## config.mk

```make
export PLATFORM = sky130hd
export DESIGN_NAME = weighted_round_robin_queue_pick_top
export DESIGN_NICKNAME = d
export VERILOG_FILES = /design/src/rtl/core/wrrqp_pkg.sv /design/src/rtl/core/weighted_round_robin_queue_pick_top.sv
export SDC_FILE = /design/constraint.sdc
export NUM_CORES = 1
export LEC_CHECK = 0
export BUFFER_PORTS_ARGS = -buffer_cell sky130_fd_sc_hd__buf_2
export CAP_MARGIN = 20
export CORE_AREA = 2 2 148 114
export DETAILED_ROUTE_END_ITERATION = 12
export DIE_AREA = 0 0 150 116
export PLACE_DENSITY = 0.38
export SLEW_MARGIN = 15
export SYNTH_ARGS = -nofsm -noshare
export SYNTH_HDL_FRONTEND = slang
export SYNTH_SLANG_ARGS = --single-unit
export TNS_END_PERCENT = 5
```

## constraint.sdc

```tcl
create_clock -name aclk -period 2.8 [get_ports aclk]
set_input_delay 0 -clock aclk [delete_from_list [all_inputs] [get_ports aclk]]
set_output_delay 0 -clock aclk [all_outputs]
set_load 0.005 [all_outputs]
```

## src/rtl/core/wrrqp_pkg.sv

```systemverilog
// ----------------------------------------------------------------------------
// wrrqp_pkg
// Shared types and constants of the weighted round-robin queue pick block.
// ----------------------------------------------------------------------------
package wrrqp_pkg;

    localparam int unsigned NUM_QUEUES = 4;
    localparam int unsigned QUEUE_W    = 2;
    localparam int unsigned WEIGHT_W   = 10;
    localparam int unsigned BUDGET_W   = 17;
    localparam int unsigned CFG_IDX_W  = 2;

    localparam logic [BUDGET_W-1:0] SOLE_BUDGET  = BUDGET_W'(100000);
    localparam logic [QUEUE_W-1:0]  TOP_QUEUE    = QUEUE_W'(3);
    localparam logic [BUDGET_W-1:0] RESET_BUDGET = BUDGET_W'(20);

    typedef logic [WEIGHT_W-1:0] weight_t;
    typedef weight_t [NUM_QUEUES-1:0] weight_vec_t;

    localparam weight_vec_t WEIGHT_RESET = {
        WEIGHT_W'(20), WEIGHT_W'(10), WEIGHT_W'(6), WEIGHT_W'(4)
    };

    typedef enum logic {
        CMD_SLICE_START = 1'b0,
        CMD_PICK        = 1'b1
    } cmd_t;

    typedef enum logic [CFG_IDX_W-1:0] {
        REG_WEIGHT_Q0 = 2'd0,
        REG_WEIGHT_Q1 = 2'd1,
        REG_WEIGHT_Q2 = 2'd2,
        REG_WEIGHT_Q3 = 2'd3
    } reg_idx_t;

endpackage

```

## src/rtl/core/weighted_round_robin_queue_pick_top.sv

```systemverilog
// ----------------------------------------------------------------------------
// weighted_round_robin_queue_pick_top
// Weighted round-robin pick among four priority queues with per-queue weights.
// ----------------------------------------------------------------------------
// Each request is resolved in the cycle it is accepted: the downward search
// over the four queue flags, the budget reload and the decrement are one
// short combinational step from the current-queue and budget registers into
// the result register. One request is taken every cycle while the result
// side keeps up; the single output register lets a new request enter in the
// same cycle the waiting result is taken. The result is valid in the cycle
// after acceptance. Weight registers may be written only while
// no request is pending.
module weighted_round_robin_queue_pick_top (
    input  logic                                aclk,
    input  logic                                aresetn,
    input  logic                                s_valid,
    output logic                                s_ready,
    input  logic                                s_cmd,
    input  logic [wrrqp_pkg::NUM_QUEUES-1:0]    s_queue_nonempty,
    output logic                                m_valid,
    input  logic                                m_ready,
    output logic                                m_granted,
    output logic [wrrqp_pkg::QUEUE_W-1:0]       m_grant_queue,
    input  logic                                cfg_valid,
    output logic                                cfg_ready,
    input  logic [wrrqp_pkg::CFG_IDX_W-1:0]     cfg_index,
    input  logic [wrrqp_pkg::WEIGHT_W-1:0]      cfg_data
);
    import wrrqp_pkg::*;

    weight_vec_t           weight_reg;
    logic [QUEUE_W-1:0]    current_queue_reg, current_queue_next;
    logic [BUDGET_W-1:0]   budget_reg, budget_next;
    logic                  m_valid_reg;
    logic                  granted_reg, granted_next;
    logic [QUEUE_W-1:0]    grant_queue_reg, grant_queue_next;
    logic                  req_accept;

    assign req_accept    = s_valid && s_ready;
    assign s_ready       = aresetn && (!m_valid_reg || m_ready);
    assign cfg_ready     = aresetn;
    assign m_valid       = m_valid_reg;
    assign m_granted     = granted_reg;
    assign m_grant_queue = grant_queue_reg;

    always_comb begin
        logic [QUEUE_W-1:0]  q;
        logic [QUEUE_W-1:0]  cand;
        logic [QUEUE_W-1:0]  sel_q;
        logic                found;
        logic                sole;
        logic [BUDGET_W-1:0] load_budget;

        q                  = current_queue_reg;
        sel_q              = q;
        cand               = q;
        found              = 1'b0;
        sole               = 1'b0;
        load_budget        = budget_reg;
        current_queue_next = current_queue_reg;
        budget_next        = budget_reg;
        granted_next       = 1'b0;
        grant_queue_next   = '0;

        if (cmd_t'(s_cmd) == CMD_SLICE_START) begin
            current_queue_next = TOP_QUEUE;
            budget_next        = BUDGET_W'(weight_reg[TOP_QUEUE]);
        end else if (s_queue_nonempty[q] && (budget_reg != '0)) begin
            budget_next      = budget_reg - BUDGET_W'(1);
            granted_next     = 1'b1;
            grant_queue_next = q;
        end else begin
            // downward rotation, current queue last
            for (int i = 1; i <= NUM_QUEUES; i++) begin
                cand = q - QUEUE_W'(i);
                if (!found && s_queue_nonempty[cand]) begin
                    found = 1'b1;
                    sel_q = cand;
                    sole  = (i == NUM_QUEUES);
                end
            end
            if (found) begin
                load_budget        = sole ? SOLE_BUDGET : BUDGET_W'(weight_reg[sel_q]);
                current_queue_next = sel_q;
                budget_next        = (load_budget != '0) ? load_budget - BUDGET_W'(1)
                                                         : load_budget;
                granted_next       = 1'b1;
                grant_queue_next   = sel_q;
            end
        end
    end

    always_ff @(posedge aclk) begin
        if (!aresetn) begin
            weight_reg        <= WEIGHT_RESET;
            current_queue_reg <= TOP_QUEUE;
            budget_reg        <= RESET_BUDGET;
            m_valid_reg       <= 1'b0;
        end else begin
            if (cfg_valid && cfg_ready) begin
                weight_reg[cfg_index] <= cfg_data;
            end
            if (req_accept) begin
                current_queue_reg <= current_queue_next;
                budget_reg        <= budget_next;
                m_valid_reg       <= 1'b1;
            end else if (m_ready) begin
                m_valid_reg <= 1'b0;
            end
        end
    end

    always_ff @(posedge aclk) begin
        if (req_accept) begin
            granted_reg     <= granted_next;
            grant_queue_reg <= grant_queue_next;
        end
    end

`ifndef SYNTHESIS
    a_budget_bound: assert property (@(posedge aclk) disable iff (!aresetn)
        budget_reg <= SOLE_BUDGET)
        else $error("budget above sole queue budget");

    a_result_follows: assert property (@(posedge aclk) disable iff (!aresetn)
        req_accept |=> m_valid)
        else $error("accepted request left no result");

    a_slice_start: assert property (@(posedge aclk) disable iff (!aresetn)
        (req_accept && (cmd_t'(s_cmd) == CMD_SLICE_START))
        |=> (current_queue_reg == TOP_QUEUE) && !m_granted)
        else $error("slice start did not select top queue");

    a_no_grant_idx: assert property (@(posedge aclk) disable iff (!aresetn)
        (m_valid && !m_granted) |-> (m_grant_queue == '0))
        else $error("queue index set without grant");

    a_grant_nonempty: assert property (@(posedge aclk) disable iff (!aresetn)
        (req_accept && granted_next) |-> s_queue_nonempty[grant_queue_next])
        else $error("grant given to empty queue");
`endif

endmodule

```

# Word level (Yosys, flattened, before mapping)
# Cells that the tools add are included.
# totals
out_inout_bits,6
inputBits,22
regBits,63
# op_classes
addsub,5
magnitude_cmp,7
n_mux,48
n_eq_ne,3
n_reduce_logical,18
# ops
cell,count
17-bit two-way mux,5
40-bit bitwise mux,1
17-bit nonzero test,2
17-bit by 1-bit subtractor with 17-bit output (second input constant),2
1-bit two-way mux,23
2-bit two-way mux,11
10-bit binary-select mux with 2-bit select,1
10-bit demux with 2-bit select,1
10-bit two-way mux,2
2-bit by 3-bit less-than comparator with 1-bit output (second input constant),6
1-bit binary-select mux with 2-bit select,4
1-bit logical AND,8
1-bit zero test,4
2-bit subtractor (second input constant),2
3-bit by 1-bit inequality test with 1-bit output (second input constant),1
3-bit AND reduction,1
2-bit by 1-bit >= comparator with 1-bit output (second input constant),1
2-bit by 1-bit inequality test with 1-bit output (second input constant),1
2-bit inequality test (second input constant),1
2-bit AND reduction,1
2-bit nonzero test,1
2-bit by 1-bit subtractor with 2-bit output (second input constant),1
1-bit logical OR,1

# Longest topological paths before layout
# depth
word_depth,29
mapped_depth,14
ltp_nobuf,12

# Worst setup path after synthesis
# No wires, ideal clock.
# synth_timing
kind,register to register
start,register current_queue_reg[1]
end,register budget_reg[4]
n_path_buf,2
setup_ns,0.134
arrival_ns,2.608
synth_period_minus_slack_ns,2.743
stages_incl_launch_ff,15
slack_ns,0.057
path_cell_list,dfxtp_1 buf_4 or3b_1 o221ai_2 buf_4 mux2i_1 nand2_1 nand3_1 ha_1 inv_1 nor3_1 nand2_1 a221o_1 o21ai_1 a31oi_1
# synth_via
elab_chain_cells,29
# synth_lines
element,line,text
from (decl),weighted_round_robin_queue_pick_top.sv:32,"logic [QUEUE_W-1:0] current_queue_reg, current_queue_next;"
from (signal assigned),weighted_round_robin_queue_pick_top.sv:104,current_queue_reg <= current_queue_next;
2-bit by 1-bit subtractor with 2-bit output,weighted_round_robin_queue_pick_top.sv:75,cand = q - QUEUE_W'(i);
1-bit binary-select mux with 2-bit select,weighted_round_robin_queue_pick_top.sv:76,if (!found && s_queue_nonempty[cand]) begin
1-bit two-way mux (implied by the code),weighted_round_robin_queue_pick_top.sv:76,
1-bit two-way mux,weighted_round_robin_queue_pick_top.sv:76,
1-bit two-way mux,weighted_round_robin_queue_pick_top.sv:68,end else if (s_queue_nonempty[q] && (budget_reg != '0)) begin
1-bit two-way mux,weighted_round_robin_queue_pick_top.sv:65,if (cmd_t'(s_cmd) == CMD_SLICE_START) begin
1-bit zero test,weighted_round_robin_queue_pick_top.sv:76,
1-bit logical AND,weighted_round_robin_queue_pick_top.sv:76,
(+13 left out),n/a,
10-bit binary-select mux with 2-bit select,weighted_round_robin_queue_pick_top.sv:83,load_budget = sole ? SOLE_BUDGET : BUDGET_W'(weight_reg[sel_q]);
10-bit two-way mux (implied by the code),weighted_round_robin_queue_pick_top.sv:83,
17-bit two-way mux,weighted_round_robin_queue_pick_top.sv:83,
17-bit by 1-bit subtractor with 17-bit output / 17-bit nonzero test (equally long branches),weighted_round_robin_queue_pick_top.sv:85,budget_next = (load_budget != '0) ? load_budget - BUDGET_W'(1)
17-bit two-way mux,weighted_round_robin_queue_pick_top.sv:85,
17-bit two-way mux,weighted_round_robin_queue_pick_top.sv:82,if (found) begin
17-bit two-way mux,weighted_round_robin_queue_pick_top.sv:68,
17-bit two-way mux,weighted_round_robin_queue_pick_top.sv:65,
to (signal assigned),weighted_round_robin_queue_pick_top.sv:105,budget_reg <= budget_next;
to (decl),weighted_round_robin_queue_pick_top.sv:33,"logic [BUDGET_W-1:0] budget_reg, budget_next;"
# Parallel ways exist; a longest one is shown, timed or not. The select of a mux whose other input is x is not followed.
# A chain may end at the register's enable or synchronous reset.

# Final worst setup path
# Same ends and word-level chain as after synthesis.

==> implementation parameters <==
Parameter                              Value

Worst hold path
  Terminating pin of the worst hold path    current_queue_reg[0]$_SDFFE_PN1P_
  Type of the worst min-delay path    in2reg
  Hold Path Origin    aresetn
  Worst Hold Path Cells    3

STA
  Max Transition Viols Final    0
  RSZ-0062 raised after global routing    true
  Relative slew slack    0.541
  Hold violation count in the final report    0
  Final hold slack    130 ps
  Final period util    1.03
  Setup slack of the critical path after layout    -79.2 ps
  Measured slew at the worst slew-check pin    687 ps
  Shortest clock period the worst path allows after layout    2880 ps
  Peak clock frequency supported by timing    0.347 GHz
  Final clock skew    5.37 ps
  Final setup violating endpoints    8

Synthesis
  Number of synthesized flops with an enable pin    3
  Commonest cells in the netlist    sky130_fd_sc_hd__nand2_1 (113), sky130_fd_sc_hd__dfxtp_1 (60), sky130_fd_sc_hd__a21oi_1 (46)
  Leading cell types by total area after synthesis    sky130_fd_sc_hd__dfxtp_1 (33%), sky130_fd_sc_hd__nand2_1 (12%), sky130_fd_sc_hd__a21oi_1 (6.4%), sky130_fd_sc_hd__mux2i_1 (6.4%), sky130_fd_sc_hd__o21ai_0 (2.6%)
  Total standard cell area after synthesis    0.00362 mm²
  Number of unique standard cell types used by synthesis    60
  Most common cell in the synthesized netlist    sky130_fd_sc_hd__nand2_1
  Synthesized area divided by synthesized cell count    7.63 µm²
  Number of warnings issued by yosys    0
  Top_reg_cell synth    sky130_fd_sc_hd__dfxtp_1
  Cell count after synthesis    475
  Syn Nets    499
  Post-synthesis cell type with the largest combined area    sky130_fd_sc_hd__dfxtp_1
  Synthesis-stage register bit count    63
  Post-synthesis async set-or-reset flop share    0
  Part of the Yosys area used for sequential elements    0.356
  Proportion of netlist area held by the largest area contributor    0.332

Cells and area
  Flip-flop count of the largest register, all copies and words added    40
  Growth of design area from synthesis to finish    42.0%
  Antenna diode count    0
  Final non-filler cell total    776
  Post-route cell area    0.00514 mm²
  Fraction of layout instances using a drive strength above 1    0.274
  Layout Utilization    0.325
  Final net count    586

Status
  Status    finished, violations left
  Failing checks    negative setup slack

Route
  Starting DRC count in detailed routing    214
  Detailed-route wire length per cell    15.9 µm
  Total length of routed wires    12300 µm
  Post-detailed-route count of antenna-violating nets    0
  Residual DRC count    0
  First-pass DRT Iterations    5
  Vias per inst    4.79
  Overall via count from detail_route    3715

Setup path
  Highest net fanout along the worst path    7
  Type of destination of the critical path    flip-flop
  Number of cells traversed by the worst register-to-register path    15
  R2r endpoint    budget_reg[4]$_SDFFE_PN1P_
  Critical Path Start Type    flip-flop
  Data arrival time of the worst path    3060 ps
  Worst R2R Start    current_queue_reg[1]$_SDFFE_PN1P_
  Endpoint required time on the critical path    2980 ps
  Flop2flop setup slack    -80 ps
  Start-to-end type of the worst setup path    reg2reg

CTS
  CTS tree    built
  Clock Pin Slew Worst Setup and Hold Paths    50 ps
  Level count of the clock H-tree    3
  Root Buffer Master    sky130_fd_sc_hd__clkbuf_16
  Total clock sinks    63
  Number of buffers on the longest clock path    2
  Source-to-sink clock delay at the later pin of the worst-skew pair    330 ps
  Number of buffers inserted during clock tree synthesis    9

Floorplan
  Die Height    116 µm
  Ports    28
  Effective utilization at floorplan    0.229
  Area of the core    0.0158 mm²
  DIE AREA    0.0174 mm²
  Number of placement rows    40
  Die X    150 µm

Placed design
  Number of buffers inserted by port buffering    27
  Post-place instance area    0.00433 mm²
  Placed wire-length estimate after detailed placement    9120 µm
  Placed insts    739
  GPL Wtd Cong    0.851

Global routing
  First-pass GRT wire length    19700 µm
  Number of antenna violations at the first check in global routing    0
  Number of global-route vias before repair    3454
  Combined global-route utilization of all metal layers    0.149
  Largest net degree at the start of global routing    38
  Total overflow reported by the global router    0

Power
  Maximum ir drop on the vdd rail    0.294 mV
  Power density over cell area    551 mW/mm²
  Cell leakage power    2.02 nW

Flow run
  Reported max-cap violation count    0
-- worst max-delay path, cell delays in order, from the launching register on --
cell,delay [ps]
sky130_fd_sc_hd__dfxtp_4,370
sky130_fd_sc_hd__or3b_4,390
sky130_fd_sc_hd__o221ai_4,100
sky130_fd_sc_hd__buf_12,180
sky130_fd_sc_hd__buf_6,100
sky130_fd_sc_hd__mux2i_2,210
sky130_fd_sc_hd__o32ai_2,120
sky130_fd_sc_hd__inv_1,90
sky130_fd_sc_hd__ha_2,180
sky130_fd_sc_hd__inv_1,60
sky130_fd_sc_hd__nor3_4,210
sky130_fd_sc_hd__buf_6,130
sky130_fd_sc_hd__nand2_4,50
sky130_fd_sc_hd__a221o_1,360
sky130_fd_sc_hd__o21ai_1,80
sky130_fd_sc_hd__a31oi_1,90
-- per-stage QoR --
step | setup slack, ps | power (W) | setup TNS [ps]
finish | -79.2 | 0.00284 | -211
global route | -208 | 0.00296 | -1990
floorplan | 57.2 | 0.00124 | 0
CTS | -103 | 0.00282 | -582
detailed placement | -166 | 0.00144 | -1260
global placement | -147 | 0.00143 | -1120
-- worst max-delay path by stage --
stage | start | end | slack [ps] | cells past startpoint
2_1_floorplan | current_queue_reg[1]$_SDFFE_PN1P_ | budget_reg[4]$_SDFFE_PN1P_ | 60 | 14
3_3_place_gp | current_queue_reg[1]$_SDFFE_PN1P_ | budget_reg[0]$_SDFFE_PN0P_ | -150 | 11
3_5_place_dp | current_queue_reg[1]$_SDFFE_PN1P_ | budget_reg[4]$_SDFFE_PN1P_ | -170 | 11
4_1_cts | current_queue_reg[1]$_SDFFE_PN1P_ | budget_reg[16]$_SDFFE_PN0P_ | -100 | 14
5_1_grt | current_queue_reg[1]$_SDFFE_PN1P_ | budget_reg[12]$_SDFFE_PN0P_ | -210 | 14
6_report | current_queue_reg[1]$_SDFFE_PN1P_ | budget_reg[4]$_SDFFE_PN1P_ | -80 | 15
-- timing repair --
action	CTS	global route
gates cloned	1	0
buffers inserted	5	5
pin swaps	7	19
setup endpoints to repair	15	17
hold buffers	12	0
resized for setup	25	26
endpoints found under the hold margin	41	0
-- layout by cell type (no fill, tap or decap), types with 4 or more instances in the layout --
cell type                         n
sky130_fd_sc_hd__o21ai_0         19
sky130_fd_sc_hd__nand2_1        112
sky130_fd_sc_hd__or3_1            5
sky130_fd_sc_hd__a21o_1           6
sky130_fd_sc_hd__xor2_1           4
sky130_fd_sc_hd__inv_1           10
sky130_fd_sc_hd__o32ai_2          5
sky130_fd_sc_hd__a211oi_2         5
sky130_fd_sc_hd__buf_12           4
sky130_fd_sc_hd__mux2i_1         16
sky130_fd_sc_hd__and2_1           6
sky130_fd_sc_hd__buf_6            4
sky130_fd_sc_hd__nor2_1          18
sky130_fd_sc_hd__buf_2           27
sky130_fd_sc_hd__nor2b_1          4
sky130_fd_sc_hd__buf_4           58
sky130_fd_sc_hd__a31oi_1          7
sky130_fd_sc_hd__a21oi_1         46
sky130_fd_sc_hd__nor3_1           8
sky130_fd_sc_hd__o21ai_1          5
sky130_fd_sc_hd__nand3_1         16
sky130_fd_sc_hd__dfxtp_1         58
sky130_fd_sc_hd__dlygate4sd3_1   12
sky130_fd_sc_hd__nand2b_1         8
sky130_fd_sc_hd__nand4_1          4
sky130_fd_sc_hd__mux2i_2          6
sky130_fd_sc_hd__clkbuf_16        9
-- metal layers --
layer  global-route usage  part of all wire  vias to the layer above
li1                     -                 -                     1864
met1                0.231              0.55                     1767
met2                0.207              0.41                       77
met3               0.0287             0.037                        7
met4               0.0396            0.0082                        0
met5                    0                 0                        -
-- cells by family after synthesis --
kind of cell             after synthesis  synth area share
buffers and inverters                 41            0.0532
multiplexers                          24            0.0667
XOR/XNOR                               8            0.0193
adder cells (fa/ha/maj)                2           0.00691
flip-flops                            63             0.356
AND/OR/NAND/NOR                      205             0.260
AO/OA/AOI/OAI                        132             0.237
-- where the power goes --
group	internal [W]	switching, W	leakage, nW	total, W
clock network	0.000913	0.000402	0.169	0.00132
registers	0.000937	0.0000288	0.516	0.000965
logic	0.000268	0.000288	1.33	0.000556
-- layout make-up --
cell class,instances,area [µm²]
fill,1722,10700
multi-input combinational,371,2350
inverter,11,41.3
clock buffer,12,256
clock inverter,3,90.1
timing repair buffer,106,843
tap,210,263
sequential,63,1300
Note: power is estimated with default switching activity, not from simulation.
